==> src/hdl/cad_pkg.sv <==
// shared types, constants and month-length table for the calendar day adder
`default_nettype none
package cad_pkg;

  // field widths
  localparam int DateW   = 27;
  localparam int OffsetW = 16;
  localparam int YearW   = 14;
  localparam int DayW    = 17;
  localparam int DivisorW = 14;
  localparam int RecipW   = 28;
  localparam int ShiftW   = 6;
  localparam int ProdW    = DateW + RecipW;

  // decimal packing and calendar constants
  localparam int YearScale  = 10000;
  localparam int MonthScale = 100;
  localparam int YearBias   = 400;
  localparam int EraYears   = 400;
  localparam int YearMin    = 1;
  localparam int YearMax    = 9999;

  // reciprocals: (n * recip) >> shift equals n / divisor over the dividends in use
  localparam int RecipYear  = 219902326;
  localparam int ShiftYear  = 41;
  localparam int RecipMonth = 10486;
  localparam int ShiftMonth = 20;
  localparam int RecipEra   = 10486;
  localparam int ShiftEra   = 22;

  // constant divisor select
  typedef enum logic [1:0] {
    DIV_BY_YEAR,
    DIV_BY_MONTH,
    DIV_BY_ERA
  } div_sel_t;

  // one input request
  typedef struct packed {
    logic [DateW-1:0]          date_code;
    logic signed [OffsetW-1:0] day_offset;
  } date_req_t;

  // one result
  typedef struct packed {
    logic [DateW-1:0] result_date;
    logic             range_error;
  } date_rsp_t;

  // divider request and response
  typedef struct packed {
    logic             start;
    logic [DateW-1:0] dividend;
    div_sel_t         sel;
  } div_req_t;

  typedef struct packed {
    logic                done;
    logic [DateW-1:0]    quotient;
    logic [DivisorW-1:0] remainder;
  } div_rsp_t;

  // days in a month, leap selects the long february
  function automatic logic [4:0] month_len(input logic [3:0] month, input logic leap);
    logic [4:0] len;
    case (month)
      4'd2:    len = leap ? 5'd29 : 5'd28;
      4'd4:    len = 5'd30;
      4'd6:    len = 5'd30;
      4'd9:    len = 5'd30;
      4'd11:   len = 5'd30;
      default: len = 5'd31;
    endcase
    return len;
  endfunction

endpackage
`default_nettype wire

==> src/hdl/cad_div.sv <==
// divide by a decimal constant through reciprocal multiplication; a new request is taken only in idle
`default_nettype none
module cad_div
  import cad_pkg::*;
(
  input  wire logic     clk,
  input  wire logic     rst,
  input  wire div_req_t req,
  output div_rsp_t      rsp
);

  typedef enum logic [1:0] {
    IDLE,
    MUL,
    SHIFT,
    REM
  } state_t;

  state_t              state;
  div_sel_t            sel;
  logic [DateW-1:0]    num;
  logic [ProdW-1:0]    prod;
  logic [DateW-1:0]    quo;
  logic [DivisorW-1:0] rem;
  logic                done;

  logic [RecipW-1:0]   recip;
  logic [ShiftW-1:0]   shift;
  logic [DivisorW-1:0] divisor;

  // reciprocal, shift and divisor for the selected constant
  always_comb begin
    case (sel)
      DIV_BY_MONTH: begin
        recip   = RecipW'(RecipMonth);
        shift   = ShiftW'(ShiftMonth);
        divisor = DivisorW'(MonthScale);
      end
      DIV_BY_ERA: begin
        recip   = RecipW'(RecipEra);
        shift   = ShiftW'(ShiftEra);
        divisor = DivisorW'(EraYears);
      end
      default: begin
        recip   = RecipW'(RecipYear);
        shift   = ShiftW'(ShiftYear);
        divisor = DivisorW'(YearScale);
      end
    endcase
  end

  // multiply, shift out the quotient, then take the remainder
  always_ff @(posedge clk) begin
    if (rst) begin
      state <= IDLE;
      done  <= 1'b0;
    end else begin
      done <= 1'b0;
      case (state)
        IDLE: begin
          if (req.start) begin
            num   <= req.dividend;
            sel   <= req.sel;
            state <= MUL;
          end
        end
        MUL: begin
          prod  <= ProdW'(num) * ProdW'(recip);
          state <= SHIFT;
        end
        SHIFT: begin
          quo   <= DateW'(prod >> shift);
          state <= REM;
        end
        REM: begin
          rem   <= DivisorW'(num - DateW'(quo[YearW-1:0]) * DateW'(divisor));
          done  <= 1'b1;
          state <= IDLE;
        end
        default: begin
          state <= IDLE;
        end
      endcase
    end
  end

  assign rsp = '{done: done, quotient: quo, remainder: rem};

endmodule
`default_nettype wire

==> src/hdl/calendar_add_days_core.sv <==
// calendar day adder: decimal date plus signed day offset, month-by-month walk
// sequence: three decimal splits on the shared reciprocal divider (year, month, era),
//   then a walk that steps one month at a time, then a pack step for the result
// throughput: one request at a time; busy stays high from accept to the done strobe
// the result is shown for one cycle with done and cannot be stalled
// reset clears the sequencer, busy and done; result registers are not cleared
`default_nettype none
module calendar_add_days_core
  import cad_pkg::*;
(
  input  wire logic      clk,
  input  wire logic      rst,
  input  wire logic      start,
  input  wire date_req_t req,
  output logic           busy,
  output logic           done,
  output date_rsp_t      rsp
);

  typedef enum logic [2:0] {
    IDLE,
    DIV_YEAR,
    DIV_MONTH,
    DIV_ERA,
    WALK,
    PACK
  } state_t;

  state_t state;

  div_req_t div_req;
  div_rsp_t div_rsp;

  logic signed [OffsetW-1:0] offset;
  logic [YearW-1:0]          year_raw;
  logic [YearW-1:0]          yb;
  logic [8:0]                ymod;
  logic [3:0]                mon;
  logic [6:0]                day_raw;
  logic signed [DayW-1:0]    d;

  logic       leap;
  logic [4:0] cur_len;
  logic [4:0] prev_len;
  logic [6:0] mon_raw;
  logic [3:0] mon_clamp;
  logic [YearW-1:0] year_out;
  logic       year_bad;

  // shared divider for the decimal splits
  cad_div u_div (
    .clk (clk),
    .rst (rst),
    .req (div_req),
    .rsp (div_rsp)
  );

  // leap year, month lengths around the current month, month clamp and year range check
  always_comb begin
    leap      = (ymod[1:0] == 2'd0) &&
                !(ymod == 9'd100 || ymod == 9'd200 || ymod == 9'd300);
    cur_len   = month_len(mon, leap);
    prev_len  = (mon == 4'd1) ? 5'd31 : month_len(mon - 4'd1, leap);
    mon_raw   = div_rsp.quotient[6:0];
    mon_clamp = (mon_raw == 7'd0) ? 4'd1 :
                (mon_raw > 7'd12) ? 4'd12 : mon_raw[3:0];
    year_out  = yb - YearW'(YearBias);
    year_bad  = (yb < YearW'(YearBias + YearMin)) || (yb > YearW'(YearBias + YearMax));
  end

  // sequencer, walk datapath and registered outputs
  always_ff @(posedge clk) begin
    if (rst) begin
      state         <= IDLE;
      busy          <= 1'b0;
      done          <= 1'b0;
      div_req.start <= 1'b0;
    end else begin
      done          <= 1'b0;
      div_req.start <= 1'b0;
      case (state)
        IDLE: begin
          if (start) begin
            offset           <= req.day_offset;
            div_req.start    <= 1'b1;
            div_req.dividend <= req.date_code;
            div_req.sel      <= DIV_BY_YEAR;
            busy             <= 1'b1;
            state            <= DIV_YEAR;
          end
        end
        DIV_YEAR: begin
          if (div_rsp.done) begin
            year_raw         <= div_rsp.quotient[YearW-1:0];
            div_req.start    <= 1'b1;
            div_req.dividend <= {{(DateW-DivisorW){1'b0}}, div_rsp.remainder};
            div_req.sel      <= DIV_BY_MONTH;
            state            <= DIV_MONTH;
          end
        end
        DIV_MONTH: begin
          if (div_rsp.done) begin
            mon              <= mon_clamp;
            day_raw          <= div_rsp.remainder[6:0];
            div_req.start    <= 1'b1;
            div_req.dividend <= {{(DateW-YearW){1'b0}}, year_raw};
            div_req.sel      <= DIV_BY_ERA;
            state            <= DIV_ERA;
          end
        end
        DIV_ERA: begin
          if (div_rsp.done) begin
            yb    <= year_raw + YearW'(YearBias);
            ymod  <= div_rsp.remainder[8:0];
            d     <= {offset[OffsetW-1], offset} + {10'b0, day_raw};
            state <= WALK;
          end
        end
        WALK: begin
          if (d < 17'sd1) begin
            // step back into the previous month
            d <= d + $signed({12'b0, prev_len});
            if (mon == 4'd1) begin
              mon  <= 4'd12;
              yb   <= yb - 14'd1;
              ymod <= (ymod == 9'd0) ? 9'(EraYears - 1) : ymod - 9'd1;
            end else begin
              mon <= mon - 4'd1;
            end
          end else if (d > $signed({12'b0, cur_len})) begin
            // spill into the next month
            d <= d - $signed({12'b0, cur_len});
            if (mon == 4'd12) begin
              mon  <= 4'd1;
              yb   <= yb + 14'd1;
              ymod <= (ymod == 9'(EraYears - 1)) ? 9'd0 : ymod + 9'd1;
            end else begin
              mon <= mon + 4'd1;
            end
          end else begin
            state <= PACK;
          end
        end
        PACK: begin
          rsp.range_error <= year_bad;
          rsp.result_date <= year_bad ? '0 :
                             DateW'(year_out) * DateW'(YearScale) +
                             DateW'(mon) * DateW'(MonthScale) +
                             DateW'(d[6:0]);
          done  <= 1'b1;
          busy  <= 1'b0;
          state <= IDLE;
        end
        default: begin
          state <= IDLE;
          busy  <= 1'b0;
        end
      endcase
    end
  end

  // a result only follows a request in flight
  a_done_after_busy: assert property (@(posedge clk) disable iff (rst)
    done |-> $past(busy))
    else $error("done without a request in flight");

  // strobe lasts one cycle
  a_done_pulse: assert property (@(posedge clk) disable iff (rst)
    done |=> !done)
    else $error("done held longer than one cycle");

  // error results read zero
  a_err_zero: assert property (@(posedge clk) disable iff (rst)
    (done && rsp.range_error) |-> (rsp.result_date == '0))
    else $error("range error with nonzero date");

  // month stays legal during the walk
  a_month_legal: assert property (@(posedge clk) disable iff (rst)
    (state == WALK) |-> (mon >= 4'd1 && mon <= 4'd12))
    else $error("month out of range during walk");

endmodule
`default_nettype wire
==> config.mk <==
export PLATFORM = sky130hd
export DESIGN_NAME = calendar_add_days_core
export DESIGN_NICKNAME = d
export VERILOG_FILES = /design/src/hdl/cad_pkg.sv /design/src/hdl/cad_div.sv /design/src/hdl/calendar_add_days_core.sv
export SDC_FILE = /design/constraint.sdc
export NUM_CORES = 2
export LEC_CHECK = 0
export ABC_AREA = 1
export BUFFER_PORTS_ARGS = -buffer_cell sky130_fd_sc_hd__clkbuf_2
export CORE_ASPECT_RATIO = 0.6
export CORE_MARGIN = 1.5
export CORE_UTILIZATION = 53
export DETAILED_ROUTE_END_ITERATION = 12
export GPL_ROUTABILITY_DRIVEN = 0
export PLACE_DENSITY = 0.8
export SLEW_MARGIN = 20
export SYNTH_ARGS = -nofsm -noshare
export SYNTH_HDL_FRONTEND = slang
export SYNTH_SLANG_ARGS = --single-unit
==> constraint.sdc <==
create_clock -name clk -period 13.7 [get_ports clk]
set_clock_uncertainty 0.15 [all_clocks]
set_input_delay 1.37 -clock clk [delete_from_list [all_inputs] [get_ports clk]]
set_output_delay 1.37 -clock clk [all_outputs]
set_load 0.05 [all_outputs]
Word-level counts from Yosys, hierarchy flattened:

Cells that the tools add are included.

* output and inout bits: 30
* logic and storage cells: 165
* input port bits: 46
* register bits: 259

* reduce and logical (&&, ||, !) cells: 31
* shift operators: 1
* mux-type cells: 50
* equal/unequal tests: 36
* bitwise gates (word level): 2
* order comparisons: 5
* add/subtract/negate cells: 14
* $mul: 4

Operators by type and width (number)
* $mux 30: 3
* $pmux 30 s3: 1
* $mux 14: 5
* $mux 9: 7
* $pmux 14 s2: 2
* $mul 27x28->55: 1
* $shr 55x6->14: 1
* $mux 17: 3
* $pmux 17 s2: 1
* $mux 28: 1
* $mux 4: 7
* $add 27x11->27: 1
* $add 27x7->27: 1
* $mul 14x10->23 const B: 1
* $eq 4x4->1 const B: 5
* $eq 9x9->1 const B: 2
* $mux 3: 6
* $pmux 9 s2: 1
* $add 16x8->17: 1
* $add 17x6->17: 1
* $gt 17x6->1: 1
* $lt 17x2->1 const B: 1
* $sub 17x6->17: 1
* $eq 4x3->1 const B: 4
* other kinds (52): 85

Depth between registers and ports, before layout:

* depth after elaboration: 11
* gate-level depth with buffers: 32

Modules after synthesis:

A second synthesis with hierarchy kept.

* cell total of the unflattened synthesis: 4253
* area total of the unflattened synthesis: 36013.3 um2

Modules (own cells, without submodules)
* cad_div: area each 23686.5 um2, sequential area each 3213.1 um2, cells each 2725, instances 1
* calendar_add_days_core: area each 12326.8 um2, sequential area each 4264.1 um2, cells each 1528, instances 1

Least setup slack after synthesis:

OpenSTA, ideal clock, no wires.

* path kind: register to register
* from: register u_div.sel[0]
* to: register u_div.prod[52], data pin
* library setup time: 0.262 ns
* required time: 13.288 ns
* arrival time: 6.802 ns
* cell stages (with the launch flop): 28
* setup slack: 6.485 ns
* buffers on the path: 3
* cell sequence: edfxtp_1 > inv_1 > ha_1 > clkbuf_1 > buf_1 > buf_1 > nand2_1 > fa_1 > fa_1 > fa_1 > inv_1 > fa_1 > inv_1 > fa_1 > inv_1 > fa_1 > inv_1 > fa_1 > inv_1 > ha_1 > nand2_1 > nor2_1 > inv_1 > nor3_1 > nand3_1 > nand3_1 > a21oi_1 > xor2_1

* cells in the longest elaborated chain, start to end: 4
* elaborated cells on any way between the ends: 5
* those cells by class: 1 x mul; 2 x eq/ne; 1 x mux; 1 x reduce/logical

Ends and longest elaborated chain
* start: declaration: RTL line cad_div.sv:20 `div_sel_t sel;`
* start signal: assignment: RTL line cad_div.sv:63 `sel <= req.sel;`
* $eq 2x1->1 or $eq 2x2->1 (tied branches): RTL line cad_div.sv:33 `case (sel)`
* $reduce_or 2->1 (no line) *
* $mux 28 *: RTL line cad_div.sv:33
* $mul 27x28->55 *: RTL line cad_div.sv:68 `prod <= ProdW'(num) * ProdW'(recip);`
* end signal: assignment: RTL line cad_div.sv:68
* end: declaration: RTL line cad_div.sv:22 `logic [ProdW-1:0] prod;`

Mark *: on every way between the ends. The rest lies on a longest branch, timed or not.
A chain may end at the register's enable or synchronous reset.

Worst setup path in the final report:

* from: register u_div.sel[0]
* to: register u_div.prod[35], data pin

Same word-level chain as after synthesis.

==> impl_metrics.tcl <==
set metrics [dict create \
    first_global_vias 26320 \
    cp_common_cell "inv_1" \
    crit_path_start_kind "flop" \
    maxCapViolations 0 \
    drt-total-wl_mm 94.0 \
    boundaryPins 76 \
    start_util_pct 53.9 \
    cts_setup_buffers 0 \
    post_cts_resize_count 0 \
    synth.most_common_cell "inv_1" \
    fp-row-count 71 \
    netlist_top_cells_count "1097 x inv_1, 569 x nand2_1, 495 x ha_1" \
    setup_viol 0 \
    netlist_instances 3858 \
    grt_pass1_wl_mm 149 \
    wl_per_cell_um 19.6 \
    synth_edf_count 225 \
    async_reset_ff_share_pct 0 \
    multi_input_area_um2 22800 \
    finalHoldViolations 0 \
    holdCritStartpoint "div_req[13]" \
    die_x_um 330 \
    ys_ff_latch 234 \
    fill_cells 5283 \
    core_um2 63000 \
    min_period_ns 8.25 \
    synthesis.area_um2 33900 \
    ys.flop_type "edfxtp_1" \
    ys_warn_count 0 \
    drc 0 \
    cp-end-kind "flop" \
    h-tree-depth 1 \
    regArea_um2 6940 \
    dp_slack_ns 5.78 \
    cts.sinks 234 \
    avgViaCountPerCell 5.52 \
    maxSlewHeadroom_pct 26.3 \
    crit_slowest_cell "fa_1" \
    critPathArrivalTime_ns 8.42 \
    cts_root_buf "clkbuf_16" \
    yosysTopAreaCell "fa_1" \
    portBuffers 75 \
    seq_area_frac_synth_pct 20.4 \
    crit_required_ns 13.87 \
    fmax_mhz 121 \
    synth_top_cell_area_share_pct 26.1 \
    timing.rr.start "u_div.sel[0]" \
    clockBufferDepth 3 \
    dpl.hpwl_mm 80.6 \
    numCtsBuffers 23 \
    min_path_type "flop to flop" \
    fin_ws_ns 5.45 \
    n_antenna_cell 0 \
    antenna_found_initial 1 \
    syn2layout_area_growth_pct 6.48 \
    drive_above_1_share_pct 4.29 \
    grt_use_total_pct 29.9 \
    hold_ws_ns 0.270 \
    yosysUniqueCellTypes 56 \
    finalNetCount 4927 \
    crit_buf_inv 10 \
    period_share_pct 60.2 \
    clk_latency_ns 0.56 \
    slowest_delay_ns 0.57 \
    avgSynthCellArea_um2 8.79 \
    dieHeight_um 199 \
    fp.dieArea_um2 65600 \
    worst_pin_slew_ns 1.10 \
    cts_tree "yes" \
    synth_area_leaders "fa_1 26%, edfxtp_1 20%, ha_1 18%" \
    drt_iter0_markers 3173 \
    drtAntennaViolNets 0 \
    outcome "completed" \
    worstSetupStartpoint "u_div.sel[0]" \
    overflow 0 \
    slew_violations 0 \
    grt_max_degree 63 \
    cts_hold_buf 0 \
    grt_setup_unrepaired "false" \
    tns_ns 0 \
    criticalPathCategory "flop to flop" \
    critical-path-top-delay-family "adder cells" \
    crit_fanout 57 \
    clk_pin_slew_worst_paths_ns 0.07 \
    routed-via-count 26494 \
    dr.pass1.iters 7 \
]
## area by class of cell
| type | instances | area share, % |
|---|---|---|
| Tap cell | 839 | 2.91 |
| Timing Repair Buffer | 84 | 1.23 |
| Clock buffer | 28 | 1.73 |
| Sequential cell | 234 | 19.2 |
| Multi-Input combinational cell | 2501 | 63.1 |
| Clock inverter | 14 | 0.447 |
| Inverter | 1099 | 11.4 |
## sequential cells by signal, summed over array words and instances (netlist names), 2 cells and up
signal	flops
d	17
day_raw	7
div_req	30
mon	4
offset	16
rsp	28
state	3
u_div.num	27
u_div.prod	30
u_div.quo	14
u_div.rem	14
u_div.sel	2
u_div.state	2
yb	14
year_raw	14
ymod	9
## through the flow
step	cell area, µm²	instances	util (%)
floorplan	34000	3871	-
global placement	35300	4757	56.1
detailed placement	35300	4757	56.1
CTS	36100	4799	57.4
global route	36100	4799	57.4
finish	36100	4799	57.4
## layer usage
metal | GRT usage [%] | vias to the layer above | part of all wire, %
li1 | - | 12132 | -
met1 | 45.0 | 12484 | 44
met2 | 37.4 | 1762 | 36
met3 | 16.7 | 112 | 19
met4 | 3.28 | 4 | 1.3
met5 | 1.20 | - | 0.12
## path summary, 6_finish.rpt
path | cells past startpoint | endpoint | slack (ns)
max | 27 | u_div.prod[35] | 5.45
max reg2reg | 27 | u_div.prod[35] | 5.45
min | 0 | u_div.num[11] | 0.27
min reg2reg | 0 | u_div.num[11] | 0.27
## kinds of logic after synthesis
group / count (synthesis) / share of synthesized area (%)
xor gates and xnor gates: 111 / 2.92
muxes: 1 / 0.0295
buffers and inverters: 1136 / 12.6
and+or+nand+nor: 1023 / 12.6
other: 2 / 0.0221
adders and majority gates: 938 / 44.4
DFF: 234 / 20.4
AOI/OAI and AO/OA: 413 / 7.00
## cell usage in the layout, fill, tap and decap left out, types with 11 or more instances in the layout
cell	instances
a21o_1	13
a21oi_1	148
a31oi_1	29
clkbuf_16	23
clkbuf_2	75
conb_1	15
edfxtp_1	225
fa_1	443
ha_1	494
inv_1	1096
nand2_1	569
nand3_1	88
nand3b_1	11
nand4_1	29
nor2_1	243
nor2_2	12
nor3_1	33
o211ai_1	12
o21ai_0	132
o22ai_1	12
xnor2_1	34
xor2_1	76
Power is left out: the tool's default activity adds up to more than one toggle a clock period on the data nets, which glitch-free logic cannot reach.
